### src/rtl/core/dpks_pkg.sv
// shared types and constants for the kappa squared datapath
package dpks_pkg;

	// classified item handed from the front end to the divider back end
	typedef struct packed {
		logic signed [33:0] da;
		logic [35:0]        mdr;
		logic [35:0]        mar;
		logic               neg;
		logic [39:0]        rr;
		logic               zero;
	} mid_t;

	localparam int unsigned QDEPTH = 4;
	localparam int unsigned QAW    = 2;
	localparam int unsigned QCW    = 3;

	localparam logic [18:0] KSQ_MAX = 19'd262144;

endpackage

### src/rtl/core/dpks_queue.sv
// short queue between front end and back end
module dpks_queue import dpks_pkg::*; (
	input  logic clk,
	input  logic arst_n,
	input  logic wr,
	input  mid_t wdata,
	input  logic rd,
	output mid_t rdata,
	output logic full,
	output logic empty
);

	mid_t           mem_q [QDEPTH];
	logic [QAW-1:0] wptr_q;
	logic [QAW-1:0] rptr_q;
	logic [QCW-1:0] cnt_q;

	always_ff @(posedge clk or negedge arst_n) begin
		if (!arst_n) begin
			wptr_q <= '0;
			rptr_q <= '0;
			cnt_q  <= '0;
		end else begin
			if (wr) wptr_q <= wptr_q + QAW'(1);
			if (rd) rptr_q <= rptr_q + QAW'(1);
			if (wr && !rd) cnt_q <= cnt_q + QCW'(1);
			else if (rd && !wr) cnt_q <= cnt_q - QCW'(1);
		end
	end

	always_ff @(posedge clk) begin
		if (wr) mem_q[wptr_q] <= wdata;
	end

	assign rdata = mem_q[rptr_q];
	assign full  = (cnt_q == QCW'(QDEPTH));
	assign empty = (cnt_q == '0);

endmodule

### config.mk
export PLATFORM = sky130hd
export DESIGN_NAME = dpks_queue
export DESIGN_NICKNAME = d
export VERILOG_FILES = /design/src/rtl/core/dpks_pkg.sv /design/src/rtl/core/dpks_queue.sv
export SDC_FILE = /design/constraint.sdc
export NUM_CORES = 1
export LEC_CHECK = 0
export ABC_CLOCK_PERIOD_IN_PS = 6200
export BUFFER_PORTS_ARGS = -buffer_cell sky130_fd_sc_hd__buf_4
export CAP_MARGIN = 40
export CELL_PAD_IN_SITES_DETAIL_PLACEMENT = 1
export CELL_PAD_IN_SITES_GLOBAL_PLACEMENT = 1
export CORE_ASPECT_RATIO = 0.75
export CORE_MARGIN = 10
export CORE_UTILIZATION = 25
export DETAILED_ROUTE_END_ITERATION = 12
export PLACE_DENSITY = 0.42
export SYNTH_ARGS = -nofsm -noshare
export SYNTH_HDL_FRONTEND = slang
export SYNTH_SLANG_ARGS = --single-unit
### constraint.sdc
create_clock -name clk -period 6.2 [get_ports clk]
set_input_delay 1.86 -clock clk [delete_from_list [all_inputs] [get_ports clk]]
set_output_delay 1.86 -clock clk [all_outputs]
set_load 0.1 [all_outputs]
==> run summary, run 1 <==
CP max FO - 32
Final #Nets - 1323
Slowest-stage cell, CP - dfrtp_4
Top delay family on crit path - flip-flops
Final min period - 4.727 ns
Hold Violations, Final - 0
Yosys top cell area share - 0.8178
max incr delay on CP - 0.94 ns
Ys Warns - 0
clk sinks - 599
Placer Congestion - 0.6486
initial antenna violation count - 6
Syn-to-layout area delta - 27.57%
Top-Level Pins - 302
Mapped Cells - 808
Sequential cell area - 17960 um2
IO Port Bufs - 301
f_max - 0.2115 GHz
Initial Util - 0.2528
Hold/Removal Path Class - flop to flop
critical-path cell list - buf_4 -> mux4_2 -> buf_4
Detail Route Antenna Nets - 0
period utilization - 0.7624
layout filler cell count - 8460
DR WL/cell - 22.47 um
count leader, synth - edfxtp_1
CP startpoint kind - flop
residual DRC count - 0
Slew Limit Fails - 0
Vias - 9739
die height - 275.4 um
Mapped Avg Cell Area - 26.90 um2
cell taking the most area after synthesis - edfxtp_1
core area - 85990 um2
Max-Cap Viols - 0
largest net degree at the start of global routing - 85
FF-to-FF path depth - 4
WL final - 53000 um
Worst-Margin Slew - 0.7946 ns
Req. time, crit path - 4.34 ns
Via density - 4.128
post-synthesis sequential area ratio - 0.8259
post-DP HPWL - 32600 um
H-tree levels - 3
CTS Buffer Depth - 3
Post-CTS Setup Bufs - 0
post-synthesis register bit count - 599
number of buffers inserted by hold repair at cts - 0
CP startpoint - rptr_q[0]
DIE AREA - 99270 um2
vias in the first global route - 10990
CTS buffer count - 67
worst slew margin relative to its limit - 0.4703
DP Cell Count - 2236
ys flop type - edfxtp_1
number of library cell types mapped by synthesis - 19
asr flop ratio synth - 0.01169
unrepaired setup endpoints after global routing - false
WP depth - 3
GRT Total Usage - 0.1048
post_cts resized - 0
CP arrival - 2.87 ns
commonest cells in the netlist - 592 x edfxtp_1, 148 x mux4_2, 18 x buf_2
CTS clock-pin slew for the worst setup and hold paths - 0.06 ns
reg-to-reg startpoint - wptr_q[1]
Synth Cell Area - 21740 um2
layout cells sized above 1 - 0.4720
EDFF count, synth - 592
fin cells - 2359
Core Util, Final - 0.3225
Skew-Pair Late Insertion Delay - 0.59 ns
# rows - 93
HP Start - cnt_q[2]
top cells by area, synth - edfxtp_1 82%, mux4_2 15%, dfrtp_1 0.81%
global-route wire length before repair - 77130 um
die width - 360.5 um
Layout Skew - 0.01373 ns
router iterations before antenna repair - 4
Critical Path End Type - output port
CTS tree - yes
GRT overflow - 0
outcome - completed
multi-input logic area - 3543 um2
setup TNS - 0 ns
iteration-0 DRC count of the detailed router - 571
net count after synthesis - 966
Hold Path Stages - 1
Finish-stage setup viols - 0
cell mode on critical path - buf_4
critical path class - flop to output port
Buf/Inv on CP - 2
clk root buf - clkbuf_16
[worst reg2reg max path: stages (launching register included)]
cell and delay (ns):
dfrtp_1 0.40, inv_1 0.11, ha_1 0.15, and2_4 0.57, buf_4 0.55
[routing by layer]
layer	up-vias	wire, um	global-route usage
met5	-	75	0
met4	10	1277	0.03233
met3	89	3307	0.03682
met2	206	26390	0.1748
met1	5203	21950	0.1273
li1	4231	-	-
[logic make-up after synthesis]
| kind of cell | Yosys count | share of synthesized area |
|---|---|---|
| flops | 599 | 0.8259 |
| mux | 149 | 0.1539 |
| buf+inv | 38 | 0.01157 |
| simple gates | 9 | 0.002245 |
| xor+xnor | 6 | 0.002418 |
| fa+ha+maj | 6 | 0.003799 |
| compound gates | 1 | 0.0002300 |
[final timing paths]
kind | end | slack, ns
max in group asynchronous | rptr_q[1] | 4.97
worst max register to register | mem_q[1][93] | 4.03
worst min register to register | cnt_q[2] | 0.50
worst min-delay path | cnt_q[2] | 0.50
min in group asynchronous | rptr_q[0] | 1.08
worst max-delay path | rdata[82] | 1.47
[final cells by class]
cell class,instances,share of cell area
Tap cell,1140,0.05144
Clock inverter,38,0.01354
Multi-Input combinational cell,171,0.1278
Sequential cell,599,0.6477
Antenna cell,3,0.0002707
Timing Repair Buffer,322,0.09394
Inverter,4,0.0005415
Clock buffer,82,0.06480
[cell usage in the layout, fill, tap and decap left out]
master,netlist,layout
fa_1,1,1
buf_4,1,307
mux2_2,1,1
clkinv_8,0,3
bufinv_16,0,6
dfrtp_1,7,5
dfrtp_4,0,2
clkinv_4,0,1
inv_6,0,3
clkinv_2,0,14
xor2_1,4,4
diode_2,0,3
edfxtp_1,592,592
nand2_1,2,2
clkinv_1,0,11
nor3b_1,1,1
o21ai_0,1,1
inv_1,4,4
clkbuf_16,0,70
buf_12,0,15
nor2_1,1,1
xnor2_1,2,2
and2_4,0,4
clkbuf_1,4,12
mux4_2,148,148
nor3_1,1,1
ha_1,5,5
[metrics by stage]
stage | area, um2 | hold slack [ns] | setup slack, ns
after global placement | 25530 | 0.4943 | 1.960
final | 27730 | 0.5006 | 1.473
after global routing | 27720 | 0.5154 | 1.201
after detailed placement | 25550 | 0.4893 | 1.956
after CTS | 27720 | 0.5019 | 1.277
after floorplan | 21740 | 0.4563 | 0.4366
[state kept, by name, indices dropped and copies added, names as in the netlist]
name	cells
rptr_q	2
mem_q	592
wptr_q	2
cnt_q	3
Power of run 1 is not shown: default switching activity piles up to over one toggle a cycle in this logic, so the estimate is an artifact.
==> inputs of run 2 (changes only) <==
--- a/config.mk
+++ b/config.mk
@@ -5,7 +5,7 @@
 export SDC_FILE = /design/constraint.sdc
 export NUM_CORES = 1
 export LEC_CHECK = 0
-export ABC_CLOCK_PERIOD_IN_PS = 6200
+export ABC_CLOCK_PERIOD_IN_PS = 4100
 export BUFFER_PORTS_ARGS = -buffer_cell sky130_fd_sc_hd__buf_4
 export CAP_MARGIN = 40
 export CELL_PAD_IN_SITES_DETAIL_PLACEMENT = 1
@@ -14,7 +14,7 @@
 export CORE_MARGIN = 10
 export CORE_UTILIZATION = 25
 export DETAILED_ROUTE_END_ITERATION = 12
-export PLACE_DENSITY = 0.42
+export PLACE_DENSITY = 0.44
 export SYNTH_ARGS = -nofsm -noshare
 export SYNTH_HDL_FRONTEND = slang
 export SYNTH_SLANG_ARGS = --single-unit
==> constraint.sdc (replaced) <==
create_clock -name clk -period 4.1 [get_ports clk]
set_input_delay 1.23 -clock clk [delete_from_list [all_inputs] [get_ports clk]]
set_output_delay 1.23 -clock clk [all_outputs]
set_load 0.1 [all_outputs]
==> run summary, run 2 (synthesis gave the netlist of run 1 again) <==
critical-path cell list - buf_12 -> mux4_2 -> buf_4
Req. time, crit path - 2.87 ns (-1.47 ns)
Top delay family on crit path - flip-flops
# diodes - 0 (-3)
period utilization - 0.9416
commonest non-fill, non-tap cell in the layout - edfxtp_1
Final min period - 3.860 ns
grt met1 use - 0.1226 (-0.004720)
H-tree levels - 3 (unchanged)
Min Hold Slack - 0.4325 ns (-0.06816 ns)
WP depth - 3 (unchanged)
f_max - 0.2590 GHz
multi-input logic area - 3543 um2 (unchanged)
worst slew margin relative to its limit - 0.5025 (+0.03219)
CP startpoint - rptr_q[0]
Critical Path End - rdata[73]
CTS Buffer Depth - 3 (unchanged)
clk root buf - clkbuf_16
Hold Violations, Final - 0 (unchanged)
biggest regs - mem_q x592, cnt_q x3
layout filler cell count - 8495 (+0.41%)
GRT overflow - 0 (unchanged)
CP max FO - 33 (+3.1%)
iteration-0 DRC count of the detailed router - 560 (-1.9%)
flop-to-flop setup slack - 2.09 ns (-1.94 ns)
FF-to-FF path depth - 4 (unchanged)
# rows - 93 (unchanged)
reg-to-reg critical path endpoint - mem_q[1][73]
Skew-Pair Late Insertion Delay - 0.61 ns (+0.02 ns)
core area - 85990 um2 (unchanged)
residual DRC count - 0 (unchanged)
most used routing layer - met2
outcome - completed
number of buffers inserted by hold repair at cts - 0 (unchanged)
Via density - 4.141 (+0.31%)
area post-placement - 25710 um2 (+0.62%)
router iterations before antenna repair - 4 (unchanged)
Sequential cell area - 17960 um2 (unchanged)
fin cells - 2366 (+0.30%)
Vias - 9798 (+0.61%)
clk sinks - 599 (unchanged)
Initial Util - 0.2528 (unchanged)
Worst-Margin Slew - 0.7463 ns (-0.04829 ns)
Finish-stage setup viols - 0 (unchanged)
CTS tree - yes
Post-CTS Setup Bufs - 0 (unchanged)
CTS buffer count - 68 (+1.5%)
Final #Nets - 1340 (+1.3%)
Top-Level Pins - 302 (unchanged)
CP arrival - 2.63 ns (-0.24 ns)
global-route wire length before repair - 76510 um (-0.80%)
IO Port Bufs - 301 (unchanged)
DP Cell Count - 2252 (+0.72%)
post_cts resized - 0 (unchanged)
WL final - 52550 um (-0.86%)
reg-to-reg startpoint - wptr_q[1]
max FFs per register - 592 (unchanged)
Placer Congestion - 0.6599 (+1.7%)
Syn-to-layout area delta - 27.61% (about the same)
Max-Cap Viols - 0 (unchanged)
DR WL/cell - 22.21 um (-1.1%)
vias in the first global route - 11080 (+0.76%)
CP startpoint kind - flop
Slowest-stage cell, CP - dfrtp_4
Detail Route Antenna Nets - 0 (unchanged)
CTS clock-pin slew for the worst setup and hold paths - 0.06 ns (about the same)
die width - 360.5 um (unchanged)
Slew Limit Fails - 0 (unchanged)
die height - 275.4 um (unchanged)
unrepaired setup endpoints after global routing - false
Hold/Removal Path Class - primary input to async pin
most frequent cells in the layout - 592 x edfxtp_1, 320 x buf_4, 148 x mux4_2
grt met3 use - 0.04121 (+0.004392)
post-DP HPWL - 33470 um (+2.7%)
Buf/Inv on CP - 2 (unchanged)
Most flops, register - mem_q
critical path class - flop to output port
layout cells sized above 1 - 0.4723 (about the same)
Final Cell Area - 27740 um2 (about the same)
met2 usage - 0.1735 (-0.001251)
Layout Skew - 0.02506 ns (+0.01133 ns)
Critical Path End Type - output port
GRT Total Usage - 0.1039 (-0.0008651)
setup TNS - 0 ns (unchanged)
initial antenna violation count - 8 (+2)
DIE AREA - 99270 um2 (unchanged)
max incr delay on CP - 0.77 ns (-0.17 ns)
largest net degree at the start of global routing - 79 (-7.1%)
run 2: cell types whose count changed in the layout (fill, tap and decap cells not counted), sizes merged:
cell	delta
buf	+16
bufinv	-5
clkbuf	+6
clkinv	-10
clkinvlp	+1
diode	-3
inv	+2
run 2: worst min path at each step:
| stage | startpoint | to | slack, ns | depth (start not counted) |
|---|---|---|---|---|
| 2_1_floorplan | cnt_q[2] | cnt_q[2] | 0.46 | 1 |
| 3_3_place_gp | cnt_q[2] | cnt_q[2] | 0.47 | 1 |
| 3_5_place_dp | cnt_q[2] | cnt_q[2] | 0.48 | 1 |
| 4_1_cts | arst_n | rptr_q[1] | 0.38 | 1 |
| 5_1_grt | arst_n | cnt_q[2] | 0.40 | 1 |
| 6_report | arst_n | cnt_q[0] | 0.43 | 1 |
run 2: cell type report:
class / instances / area share
timing repair buffer: 338 / 0.09959
sequential: 599 / 0.6475
clock inverter: 26 / 0.006901
tap: 1140 / 0.05142
multi-input combinational: 171 / 0.1277
clock buffer: 88 / 0.06635
inverter: 4 / 0.0005413
run 2: worst register-to-register path, stage by stage (launching register included):
cell	delay (ns)
dfrtp_1	0.40
inv_1	0.11
ha_1	0.15
and2_4	0.41
buf_12	0.36
run 2: per-layer routing:
| metal | wire (um) | share of wire |
|---|---|---|
| met3 | 3799 | 0.072 |
| met4 | 1228 | 0.023 |
| met5 | 102 | 0.0019 |
| met1 | 21390 | 0.41 |
| met2 | 26030 | 0.50 |
run 2: per-stage QoR:
stage | setup slack, ns | utilization
floorplan | 0.2172 | -
global placement | 0.7895 | 0.2990
detailed placement | 0.7990 | 0.2990
CTS | 0.1039 | 0.3226
global route | 0.1057 | 0.3226
finish | 0.2395 | 0.3226
Power of run 2 is left out for the same reason.
